<file path="src/hdl/hex_fragment_reassembler_top_macros.svh">
// ----------------------------------------------------------------------------
// Assertion macros for the hex fragment reassembler.
// ----------------------------------------------------------------------------
`ifndef HEX_FRAGMENT_REASSEMBLER_TOP_MACROS_SVH
`define HEX_FRAGMENT_REASSEMBLER_TOP_MACROS_SVH

`ifndef NO_ASSERTIONS

// The property must hold at every clock edge outside reset.
`define HFR_ASSERT(label, prop, msg) \
  label: assert property (@(posedge clk_i) disable iff (!rst_ni) (prop)) \
    else $error(msg);

// The expression must never be true outside reset.
`define HFR_ASSERT_NEVER(label, expr, msg) \
  label: assert property (@(posedge clk_i) disable iff (!rst_ni) !(expr)) \
    else $error(msg);

`else

`define HFR_ASSERT(label, prop, msg)
`define HFR_ASSERT_NEVER(label, expr, msg)

`endif

`endif

</file>
<file path="src/hdl/hfr_pkg.sv">
// ----------------------------------------------------------------------------
// hfr_pkg
// Types, constants and decode helpers of the hex fragment reassembler.
// ----------------------------------------------------------------------------
package hfr_pkg;

  localparam int unsigned BufferBytes = 256;
  localparam int unsigned MaxPieces   = 6;
  localparam logic [6:0]  StrideReset = 7'd43;

  // Result kinds.
  localparam logic [1:0] KIND_WRITE    = 2'd0;
  localparam logic [1:0] KIND_MORE     = 2'd1;
  localparam logic [1:0] KIND_COMPLETE = 2'd2;
  localparam logic [1:0] KIND_REJECT   = 2'd3;

  // Parser phases.
  localparam logic [2:0] PH_HDR_SEQ   = 3'd0;
  localparam logic [2:0] PH_HDR_PIECE = 3'd1;
  localparam logic [2:0] PH_HDR_COUNT = 3'd2;
  localparam logic [2:0] PH_HIGH      = 3'd3;
  localparam logic [2:0] PH_LOW       = 3'd4;

  typedef struct packed {
    logic [1:0] kind;
    logic [7:0] data_byte;
    logic [8:0] position;
    logic       peer_type;
    logic [2:0] sequence_res;
    logic       last;
  } result_t;

  typedef struct packed {
    logic       valid;
    logic [3:0] value;
  } hex_t;

  function automatic hex_t hex_decode(input logic [7:0] c);
    hex_t r;
    r.valid = 1'b1;
    r.value = 4'd0;
    if (c >= 8'h30 && c <= 8'h39) begin
      r.value = 4'(c - 8'h30);
    end else if (c >= 8'h61 && c <= 8'h66) begin
      r.value = 4'(c - 8'h57);
    end else if (c >= 8'h41 && c <= 8'h46) begin
      r.value = 4'(c - 8'h37);
    end else begin
      r.valid = 1'b0;
    end
    return r;
  endfunction

endpackage

</file>
<file path="src/hdl/hex_fragment_reassembler_top.sv">
// ----------------------------------------------------------------------------
// hex_fragment_reassembler_top
// Decodes text fragments into byte writes and one status per fragment.
// ----------------------------------------------------------------------------
// The block takes one character per beat, every cycle that in_stall_o is
// low. A character sits in an input register until the queue has room, is
// decoded against the parser state, and its results (a byte write, a
// fragment status, or both when the final character completes a byte) go
// into a four-entry result queue that drives the output one result per beat
// while out_stall_i is low. A result passes the input register and the queue
// before it reaches the output. The input stalls while more than two results
// are queued and a character is held, so the sustained rate is one character
// per cycle as long as the output keeps pace with the results produced.
`include "hex_fragment_reassembler_top_macros.svh"

module hex_fragment_reassembler_top (
  input  logic       clk_i,
  input  logic       rst_ni,
  input  logic       cfg_we_i,
  input  logic [6:0] cfg_data_i,
  input  logic       in_valid_i,
  output logic       in_stall_o,
  input  logic [7:0] char_in_i,
  input  logic       end_of_fragment_i,
  output logic       out_valid_o,
  input  logic       out_stall_i,
  output logic [1:0] kind_o,
  output logic [7:0] data_byte_o,
  output logic [8:0] position_o,
  output logic       peer_type_o,
  output logic [2:0] sequence_res_o,
  output logic       last_o
);

  localparam logic [8:0] BufLimit = 9'(hfr_pkg::BufferBytes);

  logic [6:0] stride_q;

  // Input register.
  logic       s1_valid_q, s1_valid_d;
  logic [7:0] s1_char_q;
  logic       s1_eof_q;
  logic       in_accept, s1_advance;

  // Parser state.
  logic [2:0] phase_q, phase_d;
  logic [3:0] high_nib_q, high_nib_d;
  logic       high_hex_q, high_hex_d;
  logic       peer_q, peer_d;
  logic [2:0] seq_q, seq_d;
  logic [2:0] piece_q, piece_d;
  logic [2:0] total_q, total_d;
  logic [8:0] woff_q, woff_d;
  logic       rej_q, rej_d;

  // Result queue.
  hfr_pkg::result_t fifo_q [4];
  logic [1:0] head_q, tail_q;
  logic [2:0] count_q;
  logic       room, pop;
  logic       push_wr, push_st;
  hfr_pkg::result_t wr_res, st_res;

  hfr_pkg::hex_t hx;
  logic [9:0]    start;

  assign room       = count_q <= 3'd2;
  assign s1_advance = s1_valid_q && room;
  assign in_stall_o = s1_valid_q && !room;
  assign in_accept  = in_valid_i && !in_stall_o;
  assign pop        = out_valid_o && !out_stall_i;

  always_comb begin
    s1_valid_d = s1_valid_q;
    if (in_accept) begin
      s1_valid_d = 1'b1;
    end else if (s1_advance) begin
      s1_valid_d = 1'b0;
    end
  end

  always_comb begin
    phase_d    = phase_q;
    high_nib_d = high_nib_q;
    high_hex_d = high_hex_q;
    peer_d     = peer_q;
    seq_d      = seq_q;
    piece_d    = piece_q;
    total_d    = total_q;
    woff_d     = woff_q;
    rej_d      = rej_q;
    push_wr    = 1'b0;
    hx         = hfr_pkg::hex_decode(s1_char_q);
    start      = {7'd0, piece_q} * {3'd0, stride_q};

    wr_res              = '0;
    wr_res.kind         = hfr_pkg::KIND_WRITE;
    wr_res.data_byte    = {high_nib_q, hx.value};
    wr_res.position     = woff_q;
    wr_res.peer_type    = peer_q;
    wr_res.sequence_res = seq_q;
    wr_res.last         = !s1_eof_q;

    if (!rej_q) begin
      case (phase_q)
        hfr_pkg::PH_HDR_SEQ: begin
          if (s1_char_q >= 8'h30 && s1_char_q <= 8'h37) begin
            peer_d = 1'b0;
            seq_d  = 3'(s1_char_q - 8'h30);
          end else if (s1_char_q >= 8'h41 && s1_char_q <= 8'h48) begin
            peer_d = 1'b1;
            seq_d  = 3'(s1_char_q - 8'h41);
          end else begin
            rej_d = 1'b1;
          end
          phase_d = hfr_pkg::PH_HDR_PIECE;
          if (s1_eof_q) begin
            rej_d = 1'b1;
          end
        end
        hfr_pkg::PH_HDR_PIECE: begin
          if (s1_char_q >= 8'h30 && s1_char_q < 8'(8'h30 + hfr_pkg::MaxPieces)) begin
            piece_d = 3'(s1_char_q - 8'h30);
          end else begin
            rej_d = 1'b1;
          end
          phase_d = hfr_pkg::PH_HDR_COUNT;
          if (s1_eof_q) begin
            rej_d = 1'b1;
          end
        end
        hfr_pkg::PH_HDR_COUNT: begin
          if (s1_char_q >= 8'h31 && s1_char_q <= 8'(8'h30 + hfr_pkg::MaxPieces)) begin
            total_d = 3'(s1_char_q - 8'h30);
            woff_d  = (start > 10'(BufLimit)) ? BufLimit : start[8:0];
          end else begin
            rej_d = 1'b1;
          end
          phase_d = hfr_pkg::PH_HIGH;
        end
        hfr_pkg::PH_HIGH: begin
          high_hex_d = hx.valid;
          high_nib_d = hx.valid ? hx.value : 4'd0;
          phase_d    = hfr_pkg::PH_LOW;
        end
        default: begin
          if (high_hex_q && hx.valid && woff_q < BufLimit) begin
            push_wr = 1'b1;
            woff_d  = woff_q + 9'd1;
          end
          high_hex_d = 1'b0;
          high_nib_d = 4'd0;
          phase_d    = hfr_pkg::PH_HIGH;
        end
      endcase
    end

    // Fragment status, built from the state as this character leaves it.
    st_res      = '0;
    st_res.last = 1'b1;
    if (rej_d) begin
      st_res.kind = hfr_pkg::KIND_REJECT;
    end else begin
      st_res.kind = ({1'b0, piece_d} + 4'd1 == {1'b0, total_d}) ?
                    hfr_pkg::KIND_COMPLETE : hfr_pkg::KIND_MORE;
      st_res.position     = (woff_d > BufLimit) ? BufLimit : woff_d;
      st_res.peer_type    = peer_d;
      st_res.sequence_res = seq_d;
    end
    push_st = s1_eof_q;

    if (s1_eof_q) begin
      phase_d    = hfr_pkg::PH_HDR_SEQ;
      high_nib_d = 4'd0;
      high_hex_d = 1'b0;
      rej_d      = 1'b0;
    end
  end

  always_ff @(posedge clk_i or negedge rst_ni) begin
    if (!rst_ni) begin
      stride_q   <= hfr_pkg::StrideReset;
      s1_valid_q <= 1'b0;
      phase_q    <= hfr_pkg::PH_HDR_SEQ;
      high_nib_q <= '0;
      high_hex_q <= 1'b0;
      peer_q     <= 1'b0;
      seq_q      <= '0;
      piece_q    <= '0;
      total_q    <= '0;
      woff_q     <= '0;
      rej_q      <= 1'b0;
      head_q     <= '0;
      tail_q     <= '0;
      count_q    <= '0;
    end else begin
      if (cfg_we_i) begin
        stride_q <= cfg_data_i;
      end
      s1_valid_q <= s1_valid_d;
      if (s1_advance) begin
        phase_q    <= phase_d;
        high_nib_q <= high_nib_d;
        high_hex_q <= high_hex_d;
        peer_q     <= peer_d;
        seq_q      <= seq_d;
        piece_q    <= piece_d;
        total_q    <= total_d;
        woff_q     <= woff_d;
        rej_q      <= rej_d;
        tail_q     <= tail_q + 2'({1'b0, push_wr} + {1'b0, push_st});
      end
      if (pop) begin
        head_q <= head_q + 2'd1;
      end
      count_q <= count_q
               + (s1_advance ? 3'({1'b0, push_wr} + {1'b0, push_st}) : 3'd0)
               - (pop ? 3'd1 : 3'd0);
    end
  end

  always_ff @(posedge clk_i) begin
    if (in_accept) begin
      s1_char_q <= char_in_i;
      s1_eof_q  <= end_of_fragment_i;
    end
    if (s1_advance) begin
      if (push_wr) begin
        fifo_q[tail_q] <= wr_res;
      end
      if (push_st) begin
        fifo_q[tail_q + 2'(push_wr)] <= st_res;
      end
    end
  end

  assign out_valid_o    = count_q != 3'd0;
  assign kind_o         = fifo_q[head_q].kind;
  assign data_byte_o    = fifo_q[head_q].data_byte;
  assign position_o     = fifo_q[head_q].position;
  assign peer_type_o    = fifo_q[head_q].peer_type;
  assign sequence_res_o = fifo_q[head_q].sequence_res;
  assign last_o         = fifo_q[head_q].last;

  `HFR_ASSERT_NEVER(a_queue_bound, count_q > 3'd4, "result queue over capacity")
  `HFR_ASSERT(a_status_last,
    out_valid_o && kind_o != hfr_pkg::KIND_WRITE |-> last_o, "status not last")
  `HFR_ASSERT(a_write_in_buf,
    out_valid_o && kind_o == hfr_pkg::KIND_WRITE |-> position_o < BufLimit,
    "write beyond buffer")
  `HFR_ASSERT(a_reject_clean,
    out_valid_o && kind_o == hfr_pkg::KIND_REJECT |->
      position_o == 9'd0 && !peer_type_o && sequence_res_o == 3'd0,
    "reject carries data")

endmodule
</file>
<file path="config.mk">
export PLATFORM = sky130hd
export DESIGN_NAME = hex_fragment_reassembler_top
export DESIGN_NICKNAME = d
export VERILOG_FILES = /design/src/hdl/hfr_pkg.sv /design/src/hdl/hex_fragment_reassembler_top.sv
export VERILOG_INCLUDE_DIRS = /design/src /design/src/hdl
export SDC_FILE = /design/constraint.sdc
export NUM_CORES = 1
export LEC_CHECK = 0
export BUFFER_PORTS_ARGS = -buffer_cell sky130_fd_sc_hd__buf_2
export CAP_MARGIN = 20
export CELL_PAD_IN_SITES_DETAIL_PLACEMENT = 0
export CELL_PAD_IN_SITES_GLOBAL_PLACEMENT = 2
export CORE_ASPECT_RATIO = 0.7
export CORE_MARGIN = 5
export CORE_UTILIZATION = 40
export DETAILED_ROUTE_END_ITERATION = 7
export GPL_ROUTABILITY_DRIVEN = 0
export PLACE_DENSITY = 0.87
export SKIP_LAST_GASP = 1
export SLEW_MARGIN = 20
export SYNTH_ARGS = -nofsm -noshare
export SYNTH_HDL_FRONTEND = slang
export SYNTH_SLANG_ARGS = --single-unit
</file>
<file path="constraint.sdc">
create_clock -name clk_i -period 4.9 [get_ports clk_i]
set_clock_uncertainty 0.15 [all_clocks]
set_input_delay 0 -clock clk_i [delete_from_list [all_inputs] [get_ports clk_i]]
set_output_delay 0 -clock clk_i [all_outputs]
set_load 0.02 [all_outputs]
</file>
==> reports/metrics.yaml, run 1 <==
outcome:
  status: "finished, violations left"
  violations: "hold timing"
cells_and_area:
  finalNetCount: 954
  finalInstanceArea_um2: 9770
  num_antenna_cells: 0
  area_growth_pct: 15.8
  regArea_um2: 3870
  fillCellCount: 1912
  multi_input_area_um2: 4230
  final_layout_size_suffix_gt1_share_pct: 18.2
pwr:
  irDropWorstVdd_mv: 0.339
  powerDensity_nw_per_um2: 445
  seqPwrFrac_pct: 38.2
  p_leak_nw: 3.72
  netSwitchingPower_mw: 1.67
  power_frac_comb_pct: 33.3
  p_int_mw: 2.68
  p_clk_share_pct: 28.5
  switching_share_pct: 38.3
synthesis:
  avgSynthCellArea_um2: 9.95
  mappedNetlistNets: 897
  ys_types: 75
  ys_ff_latch: 148
  ys_seq_area_share_pct: 45.9
  ys.warnings.count: 0
  syn_area_um2: 8440
  synth-edff-count: 69
  netlist_instances: 848
  ys_async_sr_fraction_pct: 29.1
  synth_top_flop_cell: "edfxtp_1"
global_route:
  grt_pass1_vias: 6437
  gr-total-overflow: 0
  grt_usage_pct: 19.7
  antenna_found_initial: 0
  grt_pass1_wl_mm: 37.5
  grt_max_degree: 44
placement:
  postPlaceCellArea_um2: 8970
  dpl.hpwl_mm: 16.8
  port_buffers: 46
critical_path:
  path_depth: 11
  critPathMaxFanout: 15
  crit_path_end_kind: "flop"
  crit_top_cell: "ha_1"
  critical_path_arrival_ps: 4180
  crit_type: "flop to flop"
  crit_chain: "inv_1 -> ha_1 -> nor3b_1 -> or4_1 -> o21bai_4 -> nand2_2 -> nor2_1 -> ha_1 -> or3_1 -> nand2_1 -> buf_4"
  slowest_stage: "or4_1"
  crit_family: "simple AND/OR/NAND/NOR gates"
  critPathLaunchType: "flop"
  crit_required_ps: 4870
  worstRegToRegCells: 11
  max_stage_delay_ps: 620
  critPathBufInv: 2
timing:
  setup_viol: 0
  fin_crit_ps: 4220
  rsz0062_at_grt: "no"
  max_freq_mhz: 237
  finalHoldViolCount: 39
  worst_pin_slew_ps: 907
  min_period_over_period_pct: 86.1
  hold_ws_ps: -34.1
  slew_violations: 0
  slew_headroom_pct: 39.2
  fin_tns_setup_ps: 0
floorplan:
  ios: 47
  num_rows: 44
  dieArea_um2: 24100
  die_h_um: 132
  fp.coreArea_um2: 20800
  initial_core_util_pct: 40.6
  dieWidth_um: 184
drt:
  drc_errors: 0
  wl_per_cell_um: 19.6
  drt_first_pass_iters: 5
  routed_via_density: 5.67
  drtIter0Drc: 858
  wl_mm: 23.4
  via_count: 6770
  ant_nets: 0
clocking:
  root_buffer: "clkbuf_16"
  clk_pin_slew_ps: 60
  cts_sinks: 148
  htree_num_levels: 4
  clock_latency_ps: 440
  tritoncts: "done"
  cts_max_path_buffers: 2
  numCtsBuffers: 17
flow_run:
  cap_violations: 0
hold_path:
  hold_path.class: "input port to async pin"
[metal layers]
| layer | GRT usage, % | up-vias | part of all wire (%) |
|---|---|---|---|
| li1 | - | 3248 | - |
| met1 | 32.5 | 3230 | 50 |
| met2 | 25.9 | 261 | 40 |
| met3 | 3.65 | 31 | 7.6 |
| met4 | 5.38 | 0 | 1.4 |
| met5 | 0 | - | 0 |
[synthesized netlist by cell type, types with 10 or more instances]
cell | count | area share (%)
dfxtp_1 | 36 | 8.5
edfxtp_1 | 69 | 25
o21ai_0 | 62 | 3.7
and2_1 | 15 | 1.1
nand2_1 | 134 | 6.0
nor2_1 | 48 | 2.1
mux4_2 | 24 | 6.4
ha_1 | 20 | 3.0
nand3_1 | 40 | 2.4
inv_1 | 22 | 0.98
clkbuf_1 | 46 | 2.0
mux2_2 | 13 | 1.7
nand4_1 | 10 | 0.74
nor3_1 | 14 | 0.83
a21oi_1 | 60 | 3.6
dfrtp_1 | 39 | 12
[state kept, by name, indices dropped and copies added, names as in the netlist, 2 cells and up]
register	count
total_q	3
head_q	2
woff_q	9
count_q	3
stride_q	7
phase_q	3
piece_q	3
s1_char_q	8
seq_q	3
high_nib_q	4
tail_q	2
fifo_q	96
[final timing paths]
path,start,slack (ps),end
min reg2reg,fifo_q[3][17]$_SDFFE_PP0P_,300,fifo_q[3][17]$_SDFFE_PP0P_
max in group asynchronous,rst_ni,4210,woff_q[0]$_DFFE_PN0P_
max reg2reg,s1_char_q[1]$_DFFE_PP_,680,fifo_q[0][7]$_DFFE_PP_
min in group clk_i,char_in_i[0],120,s1_char_q[0]$_DFFE_PP_
min,rst_ni,-30,count_q[1]$_DFF_PN0_
max,s1_char_q[1]$_DFFE_PP_,680,fifo_q[0][7]$_DFFE_PP_
[power groups by stage]
| stage | clock [mW] | sequential [mW] | combinational, mW |
|---|---|---|---|
| 2_1_floorplan | 0 | 1.55 | 1.09 |
| 3_3_place_gp | 0 | 1.68 | 1.42 |
| 3_5_place_dp | 0 | 1.68 | 1.42 |
| 4_1_cts | 1.25 | 1.66 | 1.45 |
| 5_1_grt | 1.31 | 1.69 | 1.58 |
| 6_report | 1.24 | 1.66 | 1.45 |
[cells in the final DEF (no fill, tap or decap), types with 5 or more instances in the layout]
cell,n
inv_1,22
fa_1,8
and2_1,15
or3_1,9
ha_1,20
clkbuf_16,17
nor4_1,8
nand3_1,40
mux4_2,24
a21oi_1,60
mux2i_1,8
dfxtp_1,36
dlygate4sd3_1,26
nand2b_1,9
xnor2_1,9
a32oi_1,5
inv_6,6
nand4_1,10
o21a_1,7
nor2_1,48
buf_4,28
xor2_1,8
o21ai_0,62
o2bb2ai_1,9
mux2_2,13
nand2_1,134
buf_2,45
nor3_1,14
and3_1,7
edfxtp_1,69
dfrtp_1,39
a21o_1,6
[what timing repair did]
action | CTS | global route
hold buffers | 26 | 0
buffers inserted | 0 | 0
resized for setup | 0 | 0
endpoints found under the hold margin | 67 | 0
[stage by stage]
| stage | power, mW | std cells | worst slack (ps) | util [%] |
|---|---|---|---|---|
| floorplan | 2.64 | 848 | 841 | - |
| global placement | 3.09 | 1136 | 806 | 43.2 |
| detailed placement | 3.11 | 1136 | 678 | 43.2 |
| CTS | 4.36 | 1194 | 686 | 47.1 |
| global route | 4.58 | 1194 | 379 | 47.1 |
| finish | 4.35 | 1194 | 683 | 47.1 |
[cells by family after synthesis]
| logic type | Yosys count | synth area share (%) |
|---|---|---|
| DFF | 148 | 45.9 |
| muxes | 45 | 9.09 |
| buffers and inverters | 83 | 3.92 |
| xor gates and xnor gates | 17 | 1.76 |
| AOI/OAI and AO/OA | 205 | 15.6 |
| adders and majority gates | 28 | 4.86 |
| and+or+nand+nor | 322 | 18.8 |
[cell type report]
| class | count | share of cell area, % |
|---|---|---|
| sequential | 148 | 39.6 |
| clock inverter | 14 | 1.17 |
| tap | 276 | 3.53 |
| inverter | 22 | 0.845 |
| clock buffer | 18 | 4.39 |
| timing repair buffer | 99 | 7.12 |
| multi-input combinational | 617 | 43.3 |
[worst reg2reg max path, stage by stage, from the launching register on]
cell and delay, ps:
edfxtp_1 600, inv_1 150, ha_1 250, nor3b_1 190, or4_1 620, o21bai_4 210, nand2_2 100, nor2_1 250
ha_1 350, or3_1 620, nand2_1 130, buf_4 270
Note: power is estimated with default switching activity, not from simulation.
==> inputs of run 2 (changes only) <==
--- a/config.mk
+++ b/config.mk
@@ -15,6 +15,7 @@
 export CORE_UTILIZATION = 40
 export DETAILED_ROUTE_END_ITERATION = 7
 export GPL_ROUTABILITY_DRIVEN = 0
+export GPL_TIMING_DRIVEN = 0
 export PLACE_DENSITY = 0.87
 export SKIP_LAST_GASP = 1
 export SLEW_MARGIN = 20
==> run 2 against run 1 <==
The run still ends with hold timing left. Non-clock buffer count rose by 31. Power rose by 1.8%. Via count rose by 2.8%. Cell count rose by 2.6%. Sequential power fell by 6%. Worst hold slack got worse by 8.8 ps. Largest power group is now combinational logic.
==> reports/metrics.yaml, run 2 (synthesis gave the netlist of run 1 again) <==
outcome:
  status: "finished, violations left"
  violations: "hold timing"
floorplan:
  die_h_um: 132  # unchanged
  ios: 47  # unchanged
  fp.coreArea_um2: 20800  # unchanged
  num_rows: 44  # unchanged
  dieWidth_um: 184  # unchanged
  initial_core_util_pct: 40.6  # unchanged
  dieArea_um2: 24100  # unchanged
timing:
  rsz0062_at_grt: "no"
  slew_headroom_pct: 36.2  # -3.0 points
  setup_viol: 0  # unchanged
  slew_violations: 0  # unchanged
  hold_ws_ps: -42.9  # -8.76 ps
  max_freq_mhz: 215  # -9.3%
  worst_pin_slew_ps: 957  # +50.2 ps
  fin_crit_ps: 4650  # +434 ps
  min_period_over_period_pct: 94.9  # +8.8 points
  finalHoldViolCount: 27  # -31%
placement:
  dpl.hpwl_mm: 17.6  # +5.1%
  port_buffers: 45  # -2.2%
  post-place-cells: 1169  # +2.9%
cells_and_area:
  fin_cells: 1225  # +2.6%
  area_growth_pct: 17.3
  num_antenna_cells: 0  # unchanged
  final_layout_size_suffix_gt1_share_pct: 17.0  # -1.2 points
  top_regs: "fifo_q: 96 flops, woff_q: 9 flops, s1_char_q: 8 flops"
  regArea_um2: 3870  # unchanged
  finalNetCount: 985  # +3.2%
  final_common_cell: "nand2_1"
  largest_reg_flops: 96  # unchanged
  multi_input_area_um2: 4290  # +1.4%
  fillCellCount: 1942  # +1.6%
  final_cell_mix: "nand2_1, edfxtp_1, o21ai_0"
  regMostFlops: "fifo_q"
pwr:
  p_leak_nw: 3.71  # -0.26%
  power_mw: 4.43  # +1.8%
  irDropWorstVdd_mv: 0.223  # -34%
  powerDensity_nw_per_um2: 447  # +0.54%
clocking:
  numCtsBuffers: 17  # unchanged
  root_buffer: "clkbuf_16"
  cts_sinks: 148  # unchanged
  cts_max_path_buffers: 2  # unchanged
  tritoncts: "done"
  clk_pin_slew_ps: 60  # about the same
  htree_num_levels: 4  # unchanged
  clock_latency_ps: 440  # about the same
global_route:
  gr-total-overflow: 0  # unchanged
  antenna_found_initial: 0  # unchanged
  grt_pass1_wl_mm: 38.3  # +2.1%
  grt_usage_pct: 20.3  # +0.59 points
  grt_pass1_vias: 6504  # +1.0%
  grt_max_degree: 44  # unchanged
flow_run:
  cap_violations: 0  # unchanged
critical_path:
  crit_type: "flop to flop"
  crit_required_ps: 4870  # about the same
  crit_path_end_kind: "flop"
  critPathMaxFanout: 15  # unchanged
  critical_path_arrival_ps: 4620  # +440 ps
  critPathLaunchType: "flop"
drt:
  drt_first_pass_iters: 6  # +1
  wl_per_cell_um: 20.0  # +1.8%
  wl_mm: 24.5  # +4.5%
  via_count: 6962  # +2.8%
  routed_via_density: 5.68  # +0.23%
  ant_nets: 0  # unchanged
  drc_errors: 0  # unchanged
  drtIter0Drc: 783  # -8.7%
hold_path:
  hold_path.class: "input port to async pin"
[run 2: report_power, final]
part / leakage, nW / total, mW / switching (mW) / internal, mW
clock: 0.281 / 1.29 / 0.579 / 0.712
sequential: 1.46 / 1.56 / 0.0911 / 1.47
combinational: 1.97 / 1.57 / 1.04 / 0.539
[run 2: per-stage QoR]
step                      setup slack [ps]  instance area (µm²)  util, %  setup TNS [ps]
after floorplan                        841                 8440        -               0
after global placement                -509                 9010     43.4          -26890
after detailed placement              -574                 9010     43.4          -28310
after CTS                             6.33                 9870     47.6               0
after global routing                  3.83                 9900     47.7               0
final                                  249                 9900     47.7               0
[run 2: cell type report]
cell class	instances	area share, %
buffer	58	2.43
clock buffer	17	4.30
clock inverter	15	1.45
inverter	22	0.834
multi-input combinational	617	43.4
sequential	148	39.1
tap	276	3.49
timing repair buffer	72	5.01
[run 2: critical path, cell delays in order (launching register included)]
cell	delay, ps
edfxtp_1	600
inv_1	220
ha_1	290
nor3b_1	190
or4_1	470
buf_2	170
o21bai_4	320
nand2_2	150
nor2_2	310
ha_1	260
xnor2_1	220
nand4_1	320
clkbuf_1	360
nand2_4	290
[run 2: worst paths after layout]
check                                           startpoint                    endpoint  cells after the start  slack, ps
worst max-delay path                s1_char_q[0]$_DFFE_PP_      fifo_q[1][5]$_DFFE_PP_                     13        250
worst min-delay path                                rst_ni        count_q[0]$_DFF_PN0_                      2        -40
worst max register to register      s1_char_q[0]$_DFFE_PP_      fifo_q[1][5]$_DFFE_PP_                     13        250
worst min register to register  fifo_q[3][16]$_SDFFE_PP0P_  fifo_q[3][16]$_SDFFE_PP0P_                      2        300
max in group asynchronous                           rst_ni      phase_q[1]$_DFFE_PN0P_                      2       4190
min in group clk_i                            char_in_i[3]      s1_char_q[3]$_DFFE_PP_                      2        120
[run 2: timing repair]
action	in CTS	in global routing
setup buffers	1	0
pin swaps	1	1
hold endpoints to repair	67	0
resized for setup	10	8
hold buffers	26	0
setup endpoints to repair	75	93
[run 2: metal layers]
metal,up-vias,part of all wire (%),global-route usage [%]
met2,286,42,28.1
met1,3350,50,32.8
li1,3301,-,-
met3,25,7.7,4.09
met5,-,0,0
met4,0,1.1,3.68
==> inputs of run 3 (changes only) <==
--- a/config.mk
+++ b/config.mk
@@ -12,11 +12,11 @@
 export CELL_PAD_IN_SITES_GLOBAL_PLACEMENT = 2
 export CORE_ASPECT_RATIO = 0.7
 export CORE_MARGIN = 5
-export CORE_UTILIZATION = 40
+export CORE_UTILIZATION = 36
 export DETAILED_ROUTE_END_ITERATION = 7
 export GPL_ROUTABILITY_DRIVEN = 0
 export GPL_TIMING_DRIVEN = 0
-export PLACE_DENSITY = 0.87
+export PLACE_DENSITY = 0.83
 export SKIP_LAST_GASP = 1
 export SLEW_MARGIN = 20
 export SYNTH_ARGS = -nofsm -noshare
==> constraint.sdc (replaced) <==
create_clock -name clk_i -period 4 [get_ports clk_i]
set_clock_uncertainty 0.15 [all_clocks]
set_input_delay 0 -clock clk_i [delete_from_list [all_inputs] [get_ports clk_i]]
set_output_delay 0 -clock clk_i [all_outputs]
set_load 0.02 [all_outputs]
==> run 3 against run 2 <==
Sequential cell count is the same. Clock-buffer cell count grew 8. Highest routed layer unchanged. The flow still finishes with violations (hold timing). First-iteration DRC count shrank 17%.
==> reports/metrics.yaml, run 3 (synthesis gave the netlist of run 1 again) <==
cells_and_area:
  regMostFlops: "fifo_q"
  finalNetCount: 1005  # +2.0%
  top_regs: "fifo_q: 96 flops, woff_q: 9 flops, s1_char_q: 8 flops"
  num_antenna_cells: 0  # unchanged
  final_layout_size_suffix_gt1_share_pct: 21.9  # +4.9 points
  final_common_cell: "nand2_1"
  area_growth_pct: 22.4
  largest_reg_flops: 96  # unchanged
  fin_util_pct: 45.2  # -2.5 points
  finalInstanceArea_um2: 10300  # +4.3%
  final_cell_mix: "nand2_1, edfxtp_1, a21oi_1"
critical_path:
  critical_path_arrival_ps: 3990  # -630 ps
  critPathLaunchType: "flop"
  reg2reg_slack_ps: 80  # -160 ps
  crit_path_end_kind: "flop"
  worstRegToRegCells: 13  # unchanged
  crit_required_ps: 4070  # -800 ps
  reg2reg_from: "s1_char_q[0]$_DFFE_PP_"
  reg2reg_to: "fifo_q[0][1]$_DFFE_PP_"
  critPathMaxFanout: 10  # -5
  crit_type: "flop to flop"
flow_run:
  cap_violations: 0  # unchanged
timing:
  worst_pin_slew_ps: 904  # -53.1 ps
  hold_ws_ps: -50.7  # -7.80 ps
  min_period_over_period_pct: 97.9  # +3.0 points
  fin_tns_setup_ps: 0  # unchanged
  rsz0062_at_grt: "yes"
  setup_ws_ps: 84.6  # -164 ps
  max_freq_mhz: 255  # +19%
  setup_viol: 0  # unchanged
  finalHoldViolCount: 39  # +44%
  slew_violations: 0  # unchanged
  slew_headroom_pct: 39.7  # +3.5 points
  fin_crit_ps: 3920  # -736 ps
drt:
  ant_nets: 0  # unchanged
  wl_per_cell_um: 19.6  # -1.9%
  drc_errors: 0  # unchanged
  drtIter0Drc: 652  # -17%
  drt_first_pass_iters: 5  # -1
  routed_via_density: 5.50  # -3.3%
  via_count: 7041  # +1.1%
  wl_mm: 25.1  # +2.6%
clocking:
  cts_max_path_buffers: 2  # unchanged
  tritoncts: "done"
  htree_num_levels: 4  # unchanged
  cts_sinks: 148  # unchanged
  numCtsBuffers: 17  # unchanged
  clk_pin_slew_ps: 60  # about the same
  clock_latency_ps: 440  # about the same
  root_buffer: "clkbuf_16"
hold_path:
  hold_path.class: "input port to async pin"
pwr:
  powerDensity_nw_per_um2: 540  # +21%
  netSwitchingPower_mw: 2.10  # +23%
  power_mw: 5.57  # +26%
  power_frac_comb_pct: 36.6  # +1.0 points
  irDropWorstVdd_mv: 0.323  # +45%
  p_int_mw: 3.47  # +27%
  p_leak_nw: 3.89  # +4.7%
  p_clk_share_pct: 28.8  # -0.4 points
  seqPwrFrac_pct: 34.6  # -0.7 points
  switching_share_pct: 37.7  # -0.78 points
placement:
  dpl.hpwl_mm: 18.0  # +2.1%
  dp_slack_ps: -1250  # -676 ps
  port_buffers: 45  # unchanged
  postPlaceCellArea_um2: 9060  # +0.58%
global_route:
  grt_pass1_wl_mm: 39.0  # +1.9%
  use_met2_pct: 25.2  # -2.9 points
  use_met3_pct: 3.42  # -0.67 points
  antenna_found_initial: 0  # unchanged
  grt_pass1_vias: 6478  # -0.40%
  grt_max_degree: 44  # unchanged
  gr-total-overflow: 0  # unchanged
  grt_usage_pct: 19.0  # -1.3 points
  met1_usage_pct: 31.7  # -1.1 points
  grt_most_used_layer: "met1"
floorplan:
  dieArea_um2: 26600  # +10%
  dieWidth_um: 193  # +5.1%
  ios: 47  # unchanged
  fp.coreArea_um2: 22800  # +10%
  die_h_um: 138  # +5.0%
  num_rows: 46  # +4.5%
  initial_core_util_pct: 36.9  # -3.7 points
outcome:
  violations: "hold timing"
  status: "finished, violations left"
## run 3: worst max-delay path by stage
stage	startpoint	end	slack, ps	cells past startpoint
2_1_floorplan	s1_char_q[0]$_DFFE_PP_	fifo_q[1][10]$_DFFE_PP_	60	14
3_3_place_gp	s1_char_q[0]$_DFFE_PP_	fifo_q[1][8]$_DFFE_PP_	-1220	14
3_5_place_dp	s1_char_q[0]$_DFFE_PP_	fifo_q[1][11]$_DFFE_PP_	-1250	14
4_1_cts	s1_char_q[0]$_DFFE_PP_	count_q[2]$_DFF_PN0_	0.2	18
5_1_grt	s1_char_q[0]$_DFFE_PP_	count_q[2]$_DFF_PN0_	-50	18
6_report	s1_char_q[0]$_DFFE_PP_	fifo_q[0][1]$_DFFE_PP_	80	13
## run 3: cell type report
type,instances,area (µm²)
multi-input combinational,619,4470
timing repair buffer,90,631
clock inverter,7,55.1
clock buffer,25,533
inverter,22,86.3
fill,2189,12500
buffer,58,287
tap,312,390
sequential,148,3880
## run 3: repair_timing
| action | in CTS | in global routing |
|---|---|---|
| buffers inserted | 8 | 11 |
| hold buffers | 26 | 0 |
| pin swaps | 13 | 11 |
| hold endpoints to repair | 67 | 0 |
| gates resized for setup | 41 | 34 |
| cloned | 2 | 0 |
| endpoints found under the setup margin | 160 | 134 |
## run 3: routing by layer
metal / up-vias / share of wire, %
li1: 3348 / -
met1: 3453 / 53
met2: 218 / 40
met3: 22 / 5.9
met4: 0 / 0.96
met5: - / 0
## run 3: power by group through the flow
stage | Sequential, mW | Combinational [mW] | Clock [mW]
after floorplan | 1.90 | 1.34 | 0
after detailed placement | 1.94 | 1.91 | 0
final | 1.93 | 2.04 | 1.60
after CTS | 1.92 | 1.98 | 1.62
after global placement | 1.94 | 1.90 | 0
after global routing | 1.95 | 2.22 | 1.69
## run 3: through the flow
stage,std cells,hold WS [ps]
2_1_floorplan,848,-446
3_3_place_gp,1205,26.4
3_5_place_dp,1205,28.1
4_1_cts,1270,107
5_1_grt,1281,5.41
6_report,1281,-50.7
## run 3: worst max-delay path, cell delays in order (launching register included)
cell	delay [ps]
edfxtp_1	420
buf_8	140
clkinvlp_4	130
ha_4	200
nor3b_2	170
or4_1	430
buf_6	160
o21bai_4	180
nand2_4	90
nor2_4	220
ha_2	380
or3_1	470
clkbuf_4	250
o21ai_0	320
